--- src/hdl/svc_pkg.sv ---
`timescale 1ns / 1ps

package svc_pkg;

  // Fixed field and register widths.
  localparam int unsigned FIELD_W   = 32;
  localparam int unsigned COEF_W    = 32;
  localparam int unsigned SIZE_X_W  = 7;
  localparam int unsigned SIZE_Y_W  = 11;
  localparam int unsigned SIZE_Z_W  = 7;
  localparam int unsigned APB_AW    = 5;
  localparam int unsigned APB_DW    = 32;
  localparam int unsigned LANES     = 3;
  localparam int unsigned IN_DATA_W  = 4 * FIELD_W;
  localparam int unsigned OUT_DATA_W = LANES * FIELD_W;

  // Fixed-point rounding of the Q32.32 product back to Q16.16.
  localparam int unsigned FRAC_BITS  = 16;
  localparam int unsigned ROUND_BIAS = 1 << (FRAC_BITS - 1);

  // Defaults of the top-level parameters.
  localparam int unsigned MAX_X_DEF       = 64;
  localparam int unsigned MAX_Y_DEF       = 1024;
  localparam int unsigned MAX_Z_DEF       = 64;
  localparam int unsigned VALUE_WIDTH_DEF = 32;

  // Register reset values.
  localparam logic [SIZE_X_W-1:0] SIZE_X_RST = SIZE_X_W'(64);
  localparam logic [SIZE_Y_W-1:0] SIZE_Y_RST = SIZE_Y_W'(64);
  localparam logic [SIZE_Z_W-1:0] SIZE_Z_RST = SIZE_Z_W'(64);

  typedef enum logic [2:0] {
    REG_COEF_X,
    REG_COEF_Y,
    REG_COEF_Z,
    REG_SIZE_X,
    REG_SIZE_Y,
    REG_SIZE_Z
  } reg_idx_e;

  typedef struct packed {
    logic [COEF_W-1:0]   coef_x;
    logic [COEF_W-1:0]   coef_y;
    logic [COEF_W-1:0]   coef_z;
    logic [SIZE_X_W-1:0] size_x;
    logic [SIZE_Y_W-1:0] size_y;
    logic [SIZE_Z_W-1:0] size_z;
  } cfg_t;

  typedef struct packed {
    logic first_x;
    logic first_y;
    logic first_z;
    logic grid_last;
  } cell_flags_t;

endpackage

--- src/hdl/svc_regs.sv ---
`timescale 1ns / 1ps

module svc_regs (
  input  logic                        clk_i,
  input  logic                        rst_ni,
  input  logic                        psel,
  input  logic                        penable,
  input  logic                        pwrite,
  input  logic [svc_pkg::APB_AW-1:0]  paddr,
  input  logic [svc_pkg::APB_DW-1:0]  pwdata,
  output logic [svc_pkg::APB_DW-1:0]  prdata,
  output logic                        pready,
  output svc_pkg::cfg_t               cfg_o
);

  import svc_pkg::*;

  cfg_t     cfg_q, cfg_d;
  reg_idx_e idx;
  logic     wr_en;

  assign idx    = reg_idx_e'(paddr[APB_AW-1:2]);
  assign wr_en  = psel & penable & pwrite;
  assign pready = 1'b1;
  assign cfg_o  = cfg_q;

  always_comb begin
    cfg_d = cfg_q;
    if (wr_en) begin
      unique case (idx)
        REG_COEF_X: cfg_d.coef_x = pwdata[COEF_W-1:0];
        REG_COEF_Y: cfg_d.coef_y = pwdata[COEF_W-1:0];
        REG_COEF_Z: cfg_d.coef_z = pwdata[COEF_W-1:0];
        REG_SIZE_X: cfg_d.size_x = pwdata[SIZE_X_W-1:0];
        REG_SIZE_Y: cfg_d.size_y = pwdata[SIZE_Y_W-1:0];
        REG_SIZE_Z: cfg_d.size_z = pwdata[SIZE_Z_W-1:0];
        default: ;
      endcase
    end
  end

  always_comb begin
    unique case (idx)
      REG_COEF_X: prdata = APB_DW'(cfg_q.coef_x);
      REG_COEF_Y: prdata = APB_DW'(cfg_q.coef_y);
      REG_COEF_Z: prdata = APB_DW'(cfg_q.coef_z);
      REG_SIZE_X: prdata = APB_DW'(cfg_q.size_x);
      REG_SIZE_Y: prdata = APB_DW'(cfg_q.size_y);
      REG_SIZE_Z: prdata = APB_DW'(cfg_q.size_z);
      default:    prdata = '0;
    endcase
  end

  always_ff @(posedge clk_i or negedge rst_ni) begin
    if (!rst_ni) begin
      cfg_q.coef_x <= '0;
      cfg_q.coef_y <= '0;
      cfg_q.coef_z <= '0;
      cfg_q.size_x <= SIZE_X_RST;
      cfg_q.size_y <= SIZE_Y_RST;
      cfg_q.size_z <= SIZE_Z_RST;
    end else begin
      cfg_q <= cfg_d;
    end
  end

endmodule

--- config.mk ---
export PLATFORM = sky130hd
export DESIGN_NAME = svc_regs
export DESIGN_NICKNAME = d
export VERILOG_FILES = /design/src/hdl/svc_pkg.sv /design/src/hdl/svc_regs.sv
export SDC_FILE = /design/constraint.sdc
export NUM_CORES = 1
export LEC_CHECK = 0
export BUFFER_PORTS_ARGS = -buffer_cell sky130_fd_sc_hd__buf_2
export CAP_MARGIN = 10
export CORE_AREA = 2 2 116 118
export CTS_BUF_LIST = sky130_fd_sc_hd__clkbuf_8
export DETAILED_ROUTE_END_ITERATION = 12
export DIE_AREA = 0 0 118 120
export MAX_ROUTING_LAYER = met4
export PLACE_DENSITY = 0.81
export SLEW_MARGIN = 25
export SYNTH_ARGS = -nofsm -noshare
export SYNTH_HDL_FRONTEND = slang
export SYNTH_SLANG_ARGS = --single-unit
--- constraint.sdc ---
create_clock -name clk_i -period 1.1 [get_ports clk_i]
set_input_delay 0.11 -clock clk_i [delete_from_list [all_inputs] [get_ports clk_i]]
set_output_delay 0.11 -clock clk_i [all_outputs]
set_load 0.02 [all_outputs]
[After elaboration in Yosys (flattened, before gate mapping)]
Index checks and enable logic that the tools add are counted.
Word-level totals
  word-level logic and storage cells: 21
  register bits: 121
  output and inout port bits: 154
Cells by class
  multiplexer cells: 1
  bitwise logic cells: 2
  reduce and logical (&&, ||, !) cells: 7
  equal/unequal tests: 5
Operator list (count)
  $pmux W32 S6: 1
  $reduce_and A2 Y1: 6
  $eq A3 B2 Y1 const B: 2
  $eq A3 B3 Y1 const B: 2
  $eq A3 B1 Y1 const B: 1
  $logic_not A3 Y1: 1
  $and A1 B1 Y1: 2

[Logic depth before layout (Yosys ltp)]
  word-level depth: 3
  depth in mapped cells: 6
  mapped depth without buffers: 3

[Least setup slack after synthesis]
No wires, ideal clock.
  path kind: input to output
  from: input port paddr[2] (netlist name)
  to: output port prdata[1] (netlist name)
  path buffers: 3
  required time: 0.990 ns
  stages: 6
  arrival: 1.371 ns
  setup slack: -0.381 ns
  path through: buf_4 -> buf_2 -> clkbuf_1 -> nand3_1 -> o21a_1 -> o21ai_0
Between the ends
  word-level cells in the longest chain between the ends: 2
  elaborated cells between the ends (all ways): 7
RTL lines
  start, declared: RTL line svc_regs.sv:9  | input logic [svc_pkg::APB_AW-1:0] paddr,
  $eq A3 B3 Y1, or another cell as far along: RTL line svc_regs.sv:43  | unique case (idx)
  $pmux W32 S6 (*): RTL line svc_regs.sv:43
  end, declared: RTL line svc_regs.sv:11  | output logic [svc_pkg::APB_DW-1:0] prdata,
Every way passes the cells marked *; elsewhere a longest branch is shown, timed or not.

[Worst setup path after layout]
  from: register cfg_q (netlist bit cfg_o[22])
  to: output port prdata[4] (netlist name)
Between the ends
  word-level cells in the longest chain between the ends: 1
RTL lines
  start, declared: RTL line svc_regs.sv:18  | cfg_t cfg_q, cfg_d;
  start signal, assigned: RTL line svc_regs.sv:63  | cfg_q <= cfg_d;
  $pmux W32 S6: RTL line svc_regs.sv:43
Every way passes these cells.

==> metrics.md <==
| Metric | Value |
|---|---|
| F_max | `536 MHz` |
| Max Slew Vio Count | `0` |
| Critical path cell sequence | `mux4_2 -> mux2_4 -> buf_6` |
| Crit Path Category | `flop to output port` |
| Number of I/O pins | `around 200` |
| CP endpoint kind | `output port` |
| Critical path peak fanout | `2` |
| Post-DP HPWL | `12.0 mm` |
| Die height | `120 µm` |
| Largest area contributor in the netlist | `dfrtp_1` |
| FP Rows | `42` |
| Die X | `118 µm` |
| Die area | `between 10000 and 15000 µm²` |
| Largest net degree at the start of global routing | `51` |
| Nets | `867` |
| Final setup fails | `153` |
| Synth top area share | `0.517` |
| Final worst slack | `-766 ps` |
| Mapped Nets | `475` |
| Routed Antenna Nets | `0` |
| Root Buffer | `clkbuf_8` |
| RSZ-0062 raised after global routing | `true` |
| Max Cap Violations | `0` |
| Worst setup SP type | `flop` |
| Worst VDD drop | `0.00168 V` |
| Family with the most delay on the worst path | `multiplexers` |
| Clk_skew | `0 ps` |
| Actual slew at the worst max-slew pin | `approximately 540 ps` |
| Drt drc | `0` |
| Total track usage | `0.322` |
| Via count | `5528` |
| Routed vias/inst | `5.45` |
| EDFF count, synth | `0` |
| Slowest cell delay on critical path | `480 ps` |
| Synth area leaders | `dfrtp_1 52%, mux2_2 23%, mux2i_1 5.3%, a21oi_1 2.4%, or2_2 2.3%` |
| Final Hold Vio Count | `0` |
| Register area share after synthesis | `0.531` |
| Synth-to-layout area growth | `91.7%` |
| CP Data Required Time | `around 990 ps` |
| CP max stage cell | `mux4_2` |
| Ys Warns | `0` |
| Status | `complete, but fails checks` |
| DRT iter0 DRCs | `about 320` |
| First-pass GRT wire length | `33.5 mm` |
| Number of H-tree levels | `4` |
| Filler instances | `588` |
| Avg Inst Size Synth | `13.2 µm²` |
| Final core utilization | `0.844` |
| Post-Route WL | `24.3 mm` |
| Yosys cell types | `32` |
| Final period util | `1.70` |
| RePlAce Congestion | `approximately 0.85` |
| Layout cell share with drive strength beyond 1 | `0.760` |
| Buf/Inv on CP | `1` |
| Post-Route Setup TNS | `-28250 ps` |
| Relative slew slack | `0.638` |
| Clk slew on worst S/H paths | `80 ps` |
| Longest Clk Path Bufs | `2` |
| Syn Inst Count | `433` |
| DR pass1 iterations | `4` |
| Mapped Area | `5710 µm²` |
| Gr ovfl total | `0` |
| Vias in the first global route | `5877` |
| Main flop type after synthesis | `dfrtp_1` |
| CTS Sinks | `between 100 and 150` |
| Violated checks | `negative setup slack` |
| Total CTS buffers | `17` |
| Leak | `between 5 and 6 nW` |
| PwrDens | `~1800 nW/µm²` |
| Core ar. | `13000 µm²` |
| Wire per inst | `23.9 µm` |
| Starting Density | `0.440` |
| Max reg flops | `121` |
| HP Class | `primary input to asynchronous set/reset pin` |
| Async S/R FF share, synth | `1.00` |
| Antenna violations before repair | `1` |
| Worst skew pair latency | `440 ps` |
| Seq cells post-synth | `121` |
| WP data arrival | `1760 ps` |
| Port Buffers | `192` |
| Final worst path period need | `1870 ps` |
| CTS tree | `done` |
==> power breakdown <==
| group | switching, mW | total, mW | internal (mW) |
|---|---|---|---|
| Sequential | 0.860 | 6.26 | 5.40 |
| Combinational | 3.71 | 8.64 | 4.93 |
| Clock | 1.85 | 4.53 | 2.68 |
==> cells in the mapped netlist, types with 2 or more instances <==
library cell  instances
nand4b_1              2
mux2i_1              30
dfrtp_1             118
nand2_1              22
buf_2                 5
mux2_2              117
buf_4                10
o21ai_0               8
nor4bb_1              2
nor3b_1               3
a21oi_1              27
dfstp_2               3
nand3_1               4
a31oi_1               2
nor2_1                2
nand2b_1              6
a22oi_1               4
a211o_1               4
o21a_1                4
buf_6                 5
mux2_1               11
o211ai_1              2
clkbuf_1             10
nor2_2                4
or2_2                21
==> metrics by stage <==
stage	worst slack (ps)	std cells	hold slack [ps]	power, mW	area, µm²
2_1_floorplan	-227	433	-186	9.08	6290
3_3_place_gp	-341	868	-15.6	11.2	8190
3_5_place_dp	-370	868	-12.3	11.5	8190
4_1_cts	-759	962	50.0	17.9	10300
5_1_grt	-795	1015	59.1	20.0	11000
6_report	-766	1015	75.5	19.4	11000
==> routing by layer <==
metal  part of all wire  global-route usage  vias up  wire length [µm]
met1               0.36               0.347     2787              8730
met5                  0                   -        -                 0
met4              0.041               0.149        0              1000
met3              0.053              0.0651       86              1280
met2               0.55               0.571      318             13300
li1                   -                   -     2337                 -
==> layout by cell type, fill, tap and decap left out, drive strengths merged, types with 8 or more instances in the layout <==
cell,count
or2,21
clkbuf,21
dfrtp,118
dlygate4sd3,33
mux2i,30
nand2,22
mux2,128
a21oi,27
o21ai,8
buf,370
==> cell families (layout without fill, tap and decap cells) <==
| family | after synthesis | count (layout) | synth area share |
|---|---|---|---|
| buffers and inverters | 30 | 435 | 0.0339 |
| AO/OA/AOI/OAI | 51 | 51 | 0.0521 |
| other | 1 | 2 | 0.000656 |
| flip-flops | 121 | 121 | 0.531 |
| AND/OR/NAND/NOR | 71 | 71 | 0.0738 |
| multiplexers | 159 | 159 | 0.309 |
==> cell type report <==
type / instances / area (µm²) / share of cell area
Clock buffer: 21 / 289 / 0.0264
Timing Repair Buffer: 403 / 4140 / 0.378
Sequential cell: 121 / 3090 / 0.282
Multi-Input combinational cell: 282 / 3060 / 0.280
Tap cell: 176 / 220 / 0.0201
Antenna cell: 1 / 2.50 / 0.000228
Clock inverter: 11 / 154 / 0.0141
==> what timing repair did <==
action | CTS | global route
endpoints found under the hold margin | 242 | 0
endpoints found under the setup margin | 153 | 153
hold buffers | 33 | 0
pin swaps | 29 | 10
gates resized for setup | 328 | 113
buffers inserted | 42 | 80
==> worst paths after layout <==
kind                             from         end  slack (ps)  depth (start not counted)
max                         cfg_o[22]   prdata[4]        -770                          3
min                            rst_ni    cfg_o[3]          80                          2
max reg2reg                cfg_o[106]  cfg_o[106]         -50                          4
min reg2reg                 cfg_o[72]   cfg_o[72]         550                          1
max in group asynchronous      rst_ni  cfg_o[115]         450                          3
min in group clk_i           paddr[3]   cfg_o[11]         360                          4
Note: power is estimated with default switching activity, not from simulation.
