## config.mk

```make
export PLATFORM = sky130hd
export DESIGN_NAME = svc_scan
export DESIGN_NICKNAME = d
export VERILOG_FILES = /design/src/hdl/svc_pkg.sv /design/src/hdl/svc_scan.sv
export SDC_FILE = /design/constraint.sdc
export NUM_CORES = 1
export LEC_CHECK = 0
export ABC_AREA = 1
export BUFFER_PORTS_ARGS = -buffer_cell sky130_fd_sc_hd__buf_2
export CAP_MARGIN = 20
export CORE_UTILIZATION = 53
export DETAILED_ROUTE_END_ITERATION = 6
export GPL_ROUTABILITY_DRIVEN = 0
export GPL_TIMING_DRIVEN = 0
export PLACE_DENSITY = 0.89
export SYNTH_ARGS = -nofsm -noshare
export SYNTH_HDL_FRONTEND = slang
export SYNTH_SLANG_ARGS = --single-unit
```

## constraint.sdc

```tcl
create_clock -name clk_i -period 2.2 [get_ports clk_i]
set_input_delay 0.22 -clock clk_i [delete_from_list [all_inputs] [get_ports clk_i]]
set_output_delay 0.22 -clock clk_i [all_outputs]
set_load 0.02 [all_outputs]
```

## src/hdl/svc_pkg.sv

```systemverilog
`timescale 1ns / 1ps

package svc_pkg;

  // Fixed field and register widths.
  localparam int unsigned FIELD_W   = 32;
  localparam int unsigned COEF_W    = 32;
  localparam int unsigned SIZE_X_W  = 7;
  localparam int unsigned SIZE_Y_W  = 11;
  localparam int unsigned SIZE_Z_W  = 7;
  localparam int unsigned APB_AW    = 5;
  localparam int unsigned APB_DW    = 32;
  localparam int unsigned LANES     = 3;
  localparam int unsigned IN_DATA_W  = 4 * FIELD_W;
  localparam int unsigned OUT_DATA_W = LANES * FIELD_W;

  // Fixed-point rounding of the Q32.32 product back to Q16.16.
  localparam int unsigned FRAC_BITS  = 16;
  localparam int unsigned ROUND_BIAS = 1 << (FRAC_BITS - 1);

  // Defaults of the top-level parameters.
  localparam int unsigned MAX_X_DEF       = 64;
  localparam int unsigned MAX_Y_DEF       = 1024;
  localparam int unsigned MAX_Z_DEF       = 64;
  localparam int unsigned VALUE_WIDTH_DEF = 32;

  // Register reset values.
  localparam logic [SIZE_X_W-1:0] SIZE_X_RST = SIZE_X_W'(64);
  localparam logic [SIZE_Y_W-1:0] SIZE_Y_RST = SIZE_Y_W'(64);
  localparam logic [SIZE_Z_W-1:0] SIZE_Z_RST = SIZE_Z_W'(64);

  typedef enum logic [2:0] {
    REG_COEF_X,
    REG_COEF_Y,
    REG_COEF_Z,
    REG_SIZE_X,
    REG_SIZE_Y,
    REG_SIZE_Z
  } reg_idx_e;

  typedef struct packed {
    logic [COEF_W-1:0]   coef_x;
    logic [COEF_W-1:0]   coef_y;
    logic [COEF_W-1:0]   coef_z;
    logic [SIZE_X_W-1:0] size_x;
    logic [SIZE_Y_W-1:0] size_y;
    logic [SIZE_Z_W-1:0] size_z;
  } cfg_t;

  typedef struct packed {
    logic first_x;
    logic first_y;
    logic first_z;
    logic grid_last;
  } cell_flags_t;

endpackage

```

## src/hdl/svc_scan.sv

```systemverilog
`timescale 1ns / 1ps

module svc_scan #(
  parameter int unsigned MAX_X = 64,
  parameter int unsigned MAX_Y = 1024,
  parameter int unsigned MAX_Z = 64,
  localparam int unsigned AW = $clog2(MAX_X * MAX_Z)
) (
  input  logic                          clk_i,
  input  logic                          rst_ni,
  input  logic                          adv_i,
  input  logic [svc_pkg::SIZE_X_W-1:0]  size_x_i,
  input  logic [svc_pkg::SIZE_Y_W-1:0]  size_y_i,
  input  logic [svc_pkg::SIZE_Z_W-1:0]  size_z_i,
  output logic [AW-1:0]                 here_o,
  output logic [AW-1:0]                 xnb_o,
  output svc_pkg::cell_flags_t          flags_o
);

  import svc_pkg::*;

  localparam int unsigned XW = $clog2(MAX_X);
  localparam int unsigned YW = $clog2(MAX_Y);
  localparam int unsigned ZW = $clog2(MAX_Z);

  logic [XW-1:0] x_q, x_d;
  logic [YW-1:0] y_q, y_d;
  logic [ZW-1:0] z_q, z_d;
  // here_q = x*MAX_Z + z, xnb_q = here_q - MAX_Z, xbase_q = x*MAX_Z.
  logic [AW-1:0] here_q, here_d;
  logic [AW-1:0] xnb_q, xnb_d;
  logic [AW-1:0] xbase_q, xbase_d;

  logic [XW:0] sx;
  logic [YW:0] sy;
  logic [ZW:0] sz;
  logic        lx, ly, lz;

  // A size of zero counts as one, a size above the maximum as the maximum.
  always_comb begin
    if (size_x_i == '0) begin
      sx = (XW+1)'(1);
    end else if (32'(size_x_i) > MAX_X) begin
      sx = (XW+1)'(MAX_X);
    end else begin
      sx = (XW+1)'(size_x_i);
    end
    if (size_y_i == '0) begin
      sy = (YW+1)'(1);
    end else if (32'(size_y_i) > MAX_Y) begin
      sy = (YW+1)'(MAX_Y);
    end else begin
      sy = (YW+1)'(size_y_i);
    end
    if (size_z_i == '0) begin
      sz = (ZW+1)'(1);
    end else if (32'(size_z_i) > MAX_Z) begin
      sz = (ZW+1)'(MAX_Z);
    end else begin
      sz = (ZW+1)'(size_z_i);
    end
  end

  assign lx = (32'(x_q) + 32'd1) >= 32'(sx);
  assign ly = (32'(y_q) + 32'd1) >= 32'(sy);
  assign lz = (32'(z_q) + 32'd1) >= 32'(sz);

  always_comb begin
    x_d     = x_q;
    y_d     = y_q;
    z_d     = z_q;
    here_d  = here_q;
    xnb_d   = xnb_q;
    xbase_d = xbase_q;
    if (adv_i) begin
      if (!lz) begin
        z_d    = z_q + ZW'(1);
        here_d = here_q + AW'(1);
        xnb_d  = xnb_q + AW'(1);
      end else begin
        z_d = '0;
        if (!lx) begin
          x_d     = x_q + XW'(1);
          here_d  = xbase_q + AW'(MAX_Z);
          xnb_d   = xbase_q;
          xbase_d = xbase_q + AW'(MAX_Z);
        end else begin
          // The x neighbor address is unused on the first x face.
          x_d     = '0;
          here_d  = '0;
          xnb_d   = '0;
          xbase_d = '0;
          y_d     = ly ? '0 : y_q + YW'(1);
        end
      end
    end
  end

  always_ff @(posedge clk_i or negedge rst_ni) begin
    if (!rst_ni) begin
      x_q     <= '0;
      y_q     <= '0;
      z_q     <= '0;
      here_q  <= '0;
      xnb_q   <= '0;
      xbase_q <= '0;
    end else begin
      x_q     <= x_d;
      y_q     <= y_d;
      z_q     <= z_d;
      here_q  <= here_d;
      xnb_q   <= xnb_d;
      xbase_q <= xbase_d;
    end
  end

  assign here_o            = here_q;
  assign xnb_o             = xnb_q;
  assign flags_o.first_x   = (x_q == '0);
  assign flags_o.first_y   = (y_q == '0);
  assign flags_o.first_z   = (z_q == '0);
  assign flags_o.grid_last = lx & ly & lz;

endmodule

```

# ---- Word level (Yosys, flattened, before mapping)
# Cells that the tools add are included.
dict set report totals {
  ff_bits 58
  output_inout_bits 28
  inputBits 28
}
dict set report op_classes {
  mux 13
  n_lt_le_gt_ge 6
  reduce_logical 8
  n_bitwise 2
  add_sub_neg 9
}
# op n
set op_table {}
lappend op_table {{2-to-1 mux 12 bit} 4}
lappend op_table {{2-to-1 mux 7 bit} 4}
lappend op_table {{adder 12 x 1 -> 12 bit (second input constant)} 2}
lappend op_table {{2-to-1 mux 11 bit} 2}
lappend op_table {{adder 6 x 1 -> 7 bit (second input constant)} 2}
lappend op_table {{greater-or-equal comparator 7 bit} 2}
lappend op_table {{greater-than comparator 7 bit (second input constant)} 2}
lappend op_table {{logical NOT 7 bit} 2}
lappend op_table {{adder 12 x 7 -> 12 bit (second input constant)} 1}
lappend op_table {{adder 6 x 1 -> 6 bit (second input constant)} 2}
lappend op_table {{logical NOT 6 bit} 2}
lappend op_table {{2-to-1 mux 6 bit} 2}
lappend op_table {{adder 10 x 1 -> 11 bit (second input constant)} 1}
lappend op_table {{greater-or-equal comparator 11 bit} 1}
lappend op_table {{greater-than comparator 11 bit (second input constant)} 1}
lappend op_table {{logical NOT 11 bit} 1}
lappend op_table {{adder 10 x 1 -> 10 bit (second input constant)} 1}
lappend op_table {{logical NOT 10 bit} 1}
lappend op_table {{2-to-1 mux 10 bit} 1}
lappend op_table {{AND reduction 3 bit} 1}
lappend op_table {{AND 1 bit} 2}
lappend op_table {{AND reduction 2 bit} 1}

# ---- Depth between registers and ports, before layout
# Gate-level depths: netlist of the first run.
dict set report logic_depth {
  word_depth 6
  depth_mapped 18
}

# ---- Worst setup path after synthesis of the first run
# Ideal clock, no wire load.
dict set report synth_timing {
  kind {register -> output}
  from {register y_q[0]}
  to {output flags_o[0] in the netlist's numbering}
  arrival_ps 2427
  required_time_ps 1980
  path_buffers 1
  stages_incl_launch_ff 16
  setup_slack_ps -447
  path_cell_list {dfrtp_1 > ha_1 > nand2_1 > nor2_1 > nand2_1 > xor2_1 > inv_1 > ha_1 > nand2_1 > nor2_1 > and2_1 > nand2_1 > nand2_1 > nor2_1 > buf_2 > nor3_1}
}
# item line
set synth_lines {}
lappend synth_lines {{start: declaration} svc_scan.sv:27} ;# logic [YW-1:0] y_q, y_d;
lappend synth_lines {{start signal: assignment} svc_scan.sv:109} ;# y_q <= y_d;
lappend synth_lines {{end: declaration} svc_scan.sv:17} ;# output svc_pkg::cell_flags_t flags_o

==> out/summary.txt, run 1 <==
status = finished with violations
failing checks = negative setup slack
arrival time of the worst setup path = 2610 ps
WL/cell = 17.8 um
Fill cells = 474
clk root buf = clkbuf_8
required time of the critical path = 1980 ps
Synth top area share = 33.7%
worst rel slew slack = 52.1%
clock slew at reported path FFs = 80 ps
Sw Share = 50.4%
CTS Buffer Depth = 2
P_leak = 3.33 nW
dpl hpwl = 7.79 mm
Clk pwr share = 11.8%
critical path class = reg2out
share of layout cells above drive strength 1 = 37.3%
Place WS = -613 ps
Worst Clk Skew = 13.9 ps
most frequent cells in the layout = 185 x nand2_1, 67 x inv_1, 55 x buf_2, 50 x dfrtp_1, 47 x nand2_2
final hold vios = 0
fin crit period = 2830 ps
Vias/cell = 5.95
Initial DRC Count = 445
unique cell type count in the Yosys netlist = 38
RSZ-0062 raised after global routing = yes
sequential-to-total area share from yosys stat = 33.7%
CTS sink cnt = 58
Core ar. = 7810 sq um
P per Cell Area = 1310 nW/um^2
final setup fails = 59
most common cell after layout, fill and taps aside = nand2_1
Post-Layout Cell Count = 848
mux contribution to synthesized area = 0%
post-synthesis register bit count = 58
Gate power share = 63.1%
final net count = 803
via count = 5047
Post-Synth Adder-Cell Area = 9.88%
ranking of synthesized cells by area = dfrtp_1 34%, nand2_1 21%, ha_1 9.9%
Post-Synth Simple-Gate Area = 38.1%
crit-path max FO = 4
type of origin of the critical path = flip-flop
largest area contributor in the netlist = dfrtp_1
maximum VDD drop = 0.506 mV
average size of a mapped cell = 6.94 sq um
Die X = 92.1 um
clock latency on the worst-skew pair = 350 ps
largest net degree at the start of global routing = 31
number of buffers created by CTS = 9
Post-Syn Instances = 620
vias in the first global route = 4757
sequential group share of total power = 25.1%
final period utilization = 129%
Ant. Diodes = 0
Die Y = 92.1 um
die area = 8490 sq um
routed wire length = 15.1 mm
Layout area overhead = 41.2%
io pins = 56
Crit path top cell by count = nand2_1
Crit. End Element = output port
Least-Margin Pin Slew = 718 ps
Max stage delay on crit path = 450 ps
input/output buffers = 55
Critical-path top delay cell = dfrtp_2
internal power = 3.96 mW
DP Cell Count = 778
Total Routing Usage GR = 31.0%
H-Tree Depth = 3
initial antenna violation count = 0
Compound-Gate Fraction of Synth Area = 3.75%
fmax = 353 MHz
Initial Util = 55.1%
switching power = 4.02 mW
post-synthesis cell area = 4310 sq um
Synth Warn # = 0
Antenna Nets Post-Route = 0
crit-path cells = ha_4 -> nand2_4 -> nor2_4 -> nand2_2 -> xor2_2 -> inv_2 -> ha_4 -> nand2_4 -> nor2_4 -> nand2_1 -> nand2_1 -> nand2_1 -> nand2_1 -> nor2_2 -> buf_6 -> nor3_4 -> buf_6
Initial DRT Pass Iterations = 5
syn_nets = 682
largest family of logic cells by synthesized area = simple AND/OR/NAND/NOR gates
xor/xnor share of the synthesized area = 5.70%
Core Rows = 32
final core utilization = 77.9%
first-pass GRT wire length = 20.9 mm
HP Class = in2reg
max cap viols = 0
worst setup margin = -630 ps
Slew Viols, Final = 0
GR Overflow Total = 0
DRC violations left = 0
CTS tree = built
[area by class of cell]
type / count / area (sq um) / area share [%]
multi-input combinational: 473 / 3080 / 50.7
sequential: 58 / 1460 / 24.0
inverter: 79 / 314 / 5.17
tap: 102 / 128 / 2.10
clock buffer: 14 / 173 / 2.84
timing repair buffer: 110 / 812 / 13.4
buffer: 10 / 101 / 1.67
clock inverter: 2 / 10.0 / 0.165
[worst paths after layout]
| kind | depth (start not counted) | startpoint | to | slack, ps |
|---|---|---|---|---|
| setup / recovery | 17 | y_q[1] | flags_o[0] | -630 |
| min in group asynchronous | 2 | rst_ni | xnb_o[5] | 460 |
| hold / removal | 5 | adv_i | x_q[1] | 420 |
| hold reg to reg | 2 | xbase_q[0] | xbase_q[0] | 500 |
| setup reg to reg | 18 | z_q[1] | here_o[9] | -510 |
| max in group asynchronous | 3 | rst_ni | y_q[0] | 1090 |
[synthesized netlist by cell type, drive strengths merged]
library cell and number:
nor2 56, nor4 4, nor3 10, o21ai 12, ha 34, inv 78
o21a 2, nand3b 3, clkinv 1, nor3b 1, buf 7, nand3 49
dfrtp 58, a21o 1, xnor2 3, o22ai 3, a21oi 9, nand4 9
and2 1, xor2 25, or2 2, clkbuf 3, nand2 249
[critical path: cells and delay by family (launching register included)]
family / cells / cell delay, ps
AND/OR/NAND/NOR: 11 / 850
adder cells (fa/ha/maj): 2 / 460
flip-flops: 1 / 450
buffers and inverters: 3 / 350
XOR/XNOR: 1 / 150
[logic make-up after synthesis]
kind of cell / after synthesis
buf+inv: 89
flops: 58
simple gates: 384
fa+ha+maj: 34
xor+xnor: 28
compound gates: 27
[layer usage]
| layer | global-route usage, % | up-vias | wire, um |
|---|---|---|---|
| li1 | - | 2181 | - |
| met1 | 34.3 | 2378 | 5200 |
| met2 | 56.8 | 370 | 7730 |
| met3 | 4.56 | 118 | 1280 |
| met4 | 16.5 | 0 | 927 |
| met5 | 0 | - | 0 |
[state kept, by name (all words and copies together), names as in the netlist]
name	flops
here_o	12
xbase_q	12
xnb_o	12
y_q	10
x_q	6
z_q	6
[per-stage QoR]
stage | hold WS, ps | setup TNS (ps) | power, mW | cell area [sq um]
after detailed placement | 292 | -16150 | 5.15 | 4770
after global placement | 470 | -10660 | 4.97 | 4750
final | 422 | -23070 | 7.98 | 6080
after CTS | 359 | -16030 | 6.88 | 5620
after floorplan | -75.6 | -169 | 4.23 | 4340
after global routing | 429 | -30170 | 8.42 | 6080
[power groups by stage]
stage	clock [mW]	sequential, mW	combinational [mW]
3_5_place_dp	0	1.94	3.21
4_1_cts	0.919	1.92	4.04
6_report	0.943	2.01	5.03
5_1_grt	0.992	2.04	5.39
2_1_floorplan	0	2.07	2.16
3_3_place_gp	0	1.90	3.06
[repair_timing]
action                                  in CTS  in global routing
setup buffers                               35                 18
hold buffers                                 1                  0
endpoints found under the setup margin      59                 59
pin swaps                                   23                 58
cloned                                       4                  0
endpoints found under the hold margin       28                  0
resized for setup                           87                108
(Power assumes the default switching activity.)
==> run 2, diff against run 1 <==
--- a/config.mk
+++ b/config.mk
@@ -12,7 +12,7 @@
 export DETAILED_ROUTE_END_ITERATION = 6
 export GPL_ROUTABILITY_DRIVEN = 0
 export GPL_TIMING_DRIVEN = 0
-export PLACE_DENSITY = 0.89
+export PLACE_DENSITY = 0.87
 export SYNTH_ARGS = -nofsm -noshare
 export SYNTH_HDL_FRONTEND = slang
 export SYNTH_SLANG_ARGS = --single-unit
==> run 2 against run 1 <==
Non-clock buffer count up 18. Via count is 6.5% higher. The run ends with design-rule violations, negative setup slack left. Die area did not move. Clock power is 3.3% lower. Combinational power increased by 12%. Clock skew shrank 2.0 ps.
==> out/summary.txt, run 2 (same netlist as run 1, synthesis figures left out) <==
Total Routing Usage GR = 33.7% (+2.7 points)
most frequent cells in the layout = 189 x nand2_1, 66 x inv_1, 55 x buf_2, 49 x dfrtp_1, 42 x nand2_2
Reg area = 1460 sq um (about the same)
arrival time of the worst setup path = 2700 ps (+90 ps)
CTS sink cnt = 58 (unchanged)
multi-input logic area = 3230 sq um (+4.9%)
clk root buf = clkbuf_8
input/output buffers = 55 (unchanged)
fin crit period = 2920 ps (+84.8 ps)
Die Y = 92.1 um (unchanged)
via count = 5373 (+6.5%)
largest net degree at the start of global routing = 33 (+6.5%)
CTS Buffer Depth = 2 (unchanged)
io pins = 56 (unchanged)
Fill cells = 412 (-13%)
initial antenna violation count = 0 (unchanged)
WL/cell = 21.0 um (+17%)
Setup TNS = -21770 ps (+1300 ps)
Post-Place Cell Area = 4770 sq um (unchanged)
max cap viols = 0 (unchanged)
Initial Util = 55.1% (unchanged)
maximum VDD drop = 0.595 mV (+18%)
vias in the first global route = 4923 (+3.5%)
H-Tree Depth = 3 (unchanged)
worst rel slew slack = 55.7% (+3.6 points)
first-pass GRT wire length = 22.3 mm (+6.9%)
CTS tree = built
Least-Margin Pin Slew = 665 ps (-53.5 ps)
die area = 8490 sq um (unchanged)
final setup fails = 59 (unchanged)
Core ar. = 7810 sq um (unchanged)
final hold vios = 0 (unchanged)
RSZ-0062 raised after global routing = yes
final net count = 822 (+2.4%)
clock slew at reported path FFs = 70 ps (about the same)
worst setup margin = -715 ps (-84.8 ps)
dpl hpwl = 7.83 mm (+0.48%)
Initial DRT Pass Iterations = 7 (+2)
cell area after layout = 6420 sq um (+5.6%)
most common cell after layout, fill and taps aside = nand2_1
P_leak = 3.47 nW (+4.0%)
fmax = 343 MHz (-2.9%)
HP Class = in2reg
failing checks = design-rule violations, negative setup slack
routed wire length = 18.2 mm (+20%)
Layout area overhead = 49.1%
Die X = 92.1 um (unchanged)
type of origin of the critical path = flip-flop
P per Cell Area = 1340 nW/um^2 (+2.1%)
final core utilization = 82.2% (+4.4 points)
Worst Clk Skew = 11.9 ps (-1.99 ps)
DRC violations left = 2 (+2)
Slew Viols, Final = 0 (unchanged)
crit-path max FO = 4 (unchanged)
Crit. End Element = output port
critical path class = reg2out
Initial DRC Count = 714 (+60%)
required time of the critical path = 1980 ps (about the same)
share of layout cells above drive strength 1 = 40.9% (+3.6 points)
Ant. Diodes = 0 (unchanged)
Core Rows = 32 (unchanged)
number of buffers created by CTS = 9 (unchanged)
Antenna Nets Post-Route = 0 (unchanged)
final period utilization = 133% (+3.9 points)
clock latency on the worst-skew pair = 360 ps (about the same)
GR Overflow Total = 0 (unchanged)
Vias/cell = 6.20 (+4.1%)
status = finished with violations
-- run 2: changes by cell type in the layout (fill, tap and decap cells not counted), sizes merged --
cell | before | now
buf | 116 | 134
clkbuf | 17 | 16
clkinv | 3 | 4
nand2 | 249 | 250
-- run 2: path summary, 6_finish.rpt --
| path | depth (start not counted) | to | from | slack (ps) |
|---|---|---|---|---|
| min reg2reg | 2 | xbase_q[1] | xbase_q[1] | 540 |
| max reg2reg | 16 | y_q[6] | z_q[0] | -500 |
| max in group asynchronous | 3 | x_q[0] | rst_ni | 1130 |
| max | 16 | flags_o[0] | y_q[4] | -720 |
| min in group asynchronous | 2 | here_o[4] | rst_ni | 430 |
| min | 4 | xbase_q[8] | adv_i | 360 |
-- run 2: final cells by class --
type	instances	area share, %
multi-input cells	474	50.3
flip-flops and latches	58	22.8
repair buffers	128	15.8
inverters	79	4.93
clock buffers	13	2.32
well taps	102	1.99
plain buffers	10	1.58
clock inverters	3	0.234
-- run 2: metrics by stage --
stage | hold slack, ps | power, mW | cells | worst slack (ps)
floorplan | -75.6 | 4.23 | 620 | -169
global placement | 469 | 4.97 | 777 | -536
detailed placement | 267 | 5.15 | 778 | -652
CTS | 286 | 6.79 | 837 | -623
global route | 376 | 8.95 | 867 | -843
finish | 364 | 8.61 | 867 | -715
-- run 2: critical path, cell delays in order, from the launching register on --
cell and delay [ps]:
dfrtp_1 450, nand2_4 120, buf_6 140, nor2_4 120, nand4_1 130, nand2_1 120, inv_2 60, ha_4 270
nand2_1 60, nor2_2 110, and2_1 130, nand2_1 50, nand2_1 70, nor2_2 50, buf_6 120, nor3_4 190
buf_6 140
-- run 2: repair_timing --
item                       in CTS  in global routing
resized for setup              96                141
hold buffers                    1                  0
setup endpoints to repair      59                 59
hold endpoints to repair       26                  0
setup buffers                  45                 35
gates cloned                    6                  0
pin swaps                      30                 78
-- run 2: power breakdown --
group          switching [mW]  internal (mW)
registers               0.569           1.48
clock network           0.477          0.436
logic                    3.41           2.24
total                    4.45           4.15
-- run 2: layer usage --
metal	global-route usage, %	wire, um	part of all wire [%]	up-vias
met5	0	0	0	-
met4	24.7	1750	9.6	0
met3	7.55	1870	10	182
met2	58.4	8470	47	518
met1	35.8	6080	33	2451
li1	-	-	-	2222
==> run 3, diff against run 2 <==
--- a/config.mk
+++ b/config.mk
@@ -13,6 +13,7 @@
 export GPL_ROUTABILITY_DRIVEN = 0
 export GPL_TIMING_DRIVEN = 0
 export PLACE_DENSITY = 0.87
+export RECOVER_POWER = 25
 export SYNTH_ARGS = -nofsm -noshare
 export SYNTH_HDL_FRONTEND = slang
 export SYNTH_SLANG_ARGS = --single-unit
==> run 3 against run 2 <==
The run ends with design-rule violations, max-capacitance violations, max-slew violations, negative setup slack left. Cell area about the same. Non-clock buffer count unchanged. Global-route usage unchanged. Critical path depth unchanged. Highest routed layer unchanged.
==> out/summary.txt, run 3 (same netlist as run 1, synthesis figures left out) <==
final core utilization = 82.2% (about the same)
clock slew at reported path FFs = 70 ps (about the same)
Crit. End Element = output port
most common cell after layout, fill and taps aside = nand2_1
Reg area = 1460 sq um (unchanged)
DRC violations left = 17 (+15)
crit-path cells = nand2_4 -> buf_6 -> nor2_4 -> nand4_1 -> nand2_1 -> inv_2 -> ha_4 -> nand2_1 -> nor2_2 -> and2_1 -> nand2_1 -> nand2_1 -> nor2_2 -> buf_6 -> nor3_4 -> buf_6
Die Y = 92.1 um (unchanged)
most frequent cells in the layout = 189 x nand2_1, 66 x inv_1, 54 x buf_2, 49 x dfrtp_1, 42 x nand2_2
Fill cells = 411 (-0.24%)
type of origin of the critical path = flip-flop
max cap viols = 1 (+1)
Vias/cell = 6.20 (about the same)
crit-path max FO = 4 (unchanged)
final period utilization = 133% (about the same)
Final Total Pwr = 8.61 mW (about the same)
Core Rows = 32 (unchanged)
Worst Clk Skew = 13.4 ps (+1.56 ps)
vias in the first global route = 4923 (unchanged)
cell area after layout = 6420 sq um (about the same)
Critical-path top delay cell = dfrtp_1
P per Cell Area = 1340 nW/um^2 (about the same)
CP Launch Point = y_q[4]
dpl hpwl = 7.83 mm (unchanged)
status = finished with violations
final hold vios = 0 (unchanged)
internal power = 4.15 mW (about the same)
Antenna Nets Post-Route = 0 (unchanged)
initial antenna violation count = 0 (unchanged)
final setup fails = 59 (unchanged)
RR Startpoint = z_q[1]
P_leak = 3.46 nW (about the same)
CTS tree = built
CTS sink cnt = 58 (unchanged)
Sw Share = 51.8% (about the same)
largest net degree at the start of global routing = 33 (unchanged)
Gate power share = 65.5% (about the same)
sequential group share of total power = 23.9% (about the same)
Layout area overhead = 49.1% (about the same)
Post-Layout Cell Count = 867 (unchanged)
required time of the critical path = 1980 ps (about the same)
fmax = 343 MHz (about the same)
HP Class = in2reg
io pins = 56 (unchanged)
Post-Place Cell Area = 4770 sq um (unchanged)
switching power = 4.46 mW (about the same)
maximum VDD drop = 0.596 mV (+0.15%)
fin crit period = 2920 ps (+0.225 ps)
Ant. Diodes = 0 (unchanged)
multi-input logic area = 3230 sq um (unchanged)
failing checks = design-rule violations, max-capacitance violations, max-slew violations, negative setup slack
routed wire length = 18.2 mm (+0.15%)
GR Overflow Total = 0 (unchanged)
Die X = 92.1 um (unchanged)
R2R depth = 17 (+1)
Core ar. = 7810 sq um (unchanged)
worst setup margin = -715 ps (-0.225 ps)
arrival time of the worst setup path = 2700 ps (about the same)
Setup crit end = flags_o[0]
Worst Hold Launch = adv_i
RR Endpoint = x_q[5]
RSZ-0062 raised after global routing = yes
critical path class = reg2out
WL/cell = 21.0 um (+0.15%)
Max stage delay on crit path = 450 ps (about the same)
first-pass GRT wire length = 22.3 mm (unchanged)
H-Tree Depth = 3 (unchanged)
Total Routing Usage GR = 33.7% (unchanged)
clock latency on the worst-skew pair = 360 ps (about the same)
clk root buf = clkbuf_8
Slew Viols, Final = 27 (+27)
die area = 8490 sq um (unchanged)
final net count = 822 (unchanged)
worst rel slew slack = -6.38% (-62 points)
Initial DRC Count = 714 (unchanged)
input/output buffers = 55 (unchanged)
hold slack = 358 ps (-5.95 ps)
DP Cell Count = 778 (unchanged)
Initial DRT Pass Iterations = 7 (unchanged)
Initial Util = 55.1% (unchanged)
via count = 5377 (+0.074%)
share of layout cells above drive strength 1 = 40.8% (-0.13 points)
Crit path top cell by count = nand2_1
number of buffers created by CTS = 9 (unchanged)
Least-Margin Pin Slew = 1600 ps (+931 ps)
Clk pwr share = 10.6% (about the same)
Worst R2R Setup Slack = -500 ps (about the same)
CTS Buffer Depth = 2 (unchanged)
run 3: area by class of cell:
| class | instances | area share [%] |
|---|---|---|
| buffer | 10 | 1.58 |
| clock buffer | 13 | 2.32 |
| clock inverter | 3 | 0.234 |
| inverter | 79 | 4.93 |
| multi-input combinational | 474 | 50.3 |
| sequential | 58 | 22.8 |
| tap | 102 | 1.99 |
| timing repair buffer | 128 | 15.8 |
run 3: worst min-delay path by stage:
stage / to / slack [ps] / cells after the start
floorplan: here_o[0] / -80 / 0
global placement: x_q[5] / 470 / 2
detailed placement: xnb_o[8] / 270 / 1
CTS: xbase_q[9] / 290 / 3
global route: xbase_q[9] / 380 / 4
finish: xbase_q[8] / 360 / 4
run 3: worst max-delay path: cells and delay by family, from the launching register on:
kind / cells / cell delay (ps)
simple gates: 11 / 1150
buf+inv: 4 / 460
flops: 1 / 450
fa+ha+maj: 1 / 270
run 3: layer usage:
metal	routed length (um)	part of all wire, %	up-vias	GRT usage [%]
li1	-	-	2224	-
met1	6120	34	2451	35.8
met2	8500	47	525	58.4
met3	1900	10	177	7.55
met4	1680	9.2	0	24.7
met5	0	0	-	0
run 3: metrics by stage:
step / TNS, ps / setup WS (ps)
floorplan: -169 / -169
global placement: -10760 / -536
detailed placement: -16700 / -652
CTS: -9050 / -623
global route: -28410 / -843
finish: -21890 / -715
run 3: repair_timing:
action                                 in CTS  in global routing
hold buffers                                1                  0
gates cloned                                6                  0
pin swaps                                  30                 78
setup endpoints to repair                  59                 59
gates resized for setup                    96                141
setup buffers                              45                 35
endpoints found under the hold margin      26                  0
run 3: power groups by stage:
| stage | clock network [mW] | logic, mW | registers, mW |
|---|---|---|---|
| 5_1_grt | 0.938 | 5.93 | 2.08 |
| 2_1_floorplan | 0 | 2.16 | 2.07 |
| 3_5_place_dp | 0 | 3.22 | 1.93 |
| 4_1_cts | 0.866 | 4.01 | 1.91 |
| 6_report | 0.913 | 5.64 | 2.05 |
| 3_3_place_gp | 0 | 3.07 | 1.90 |
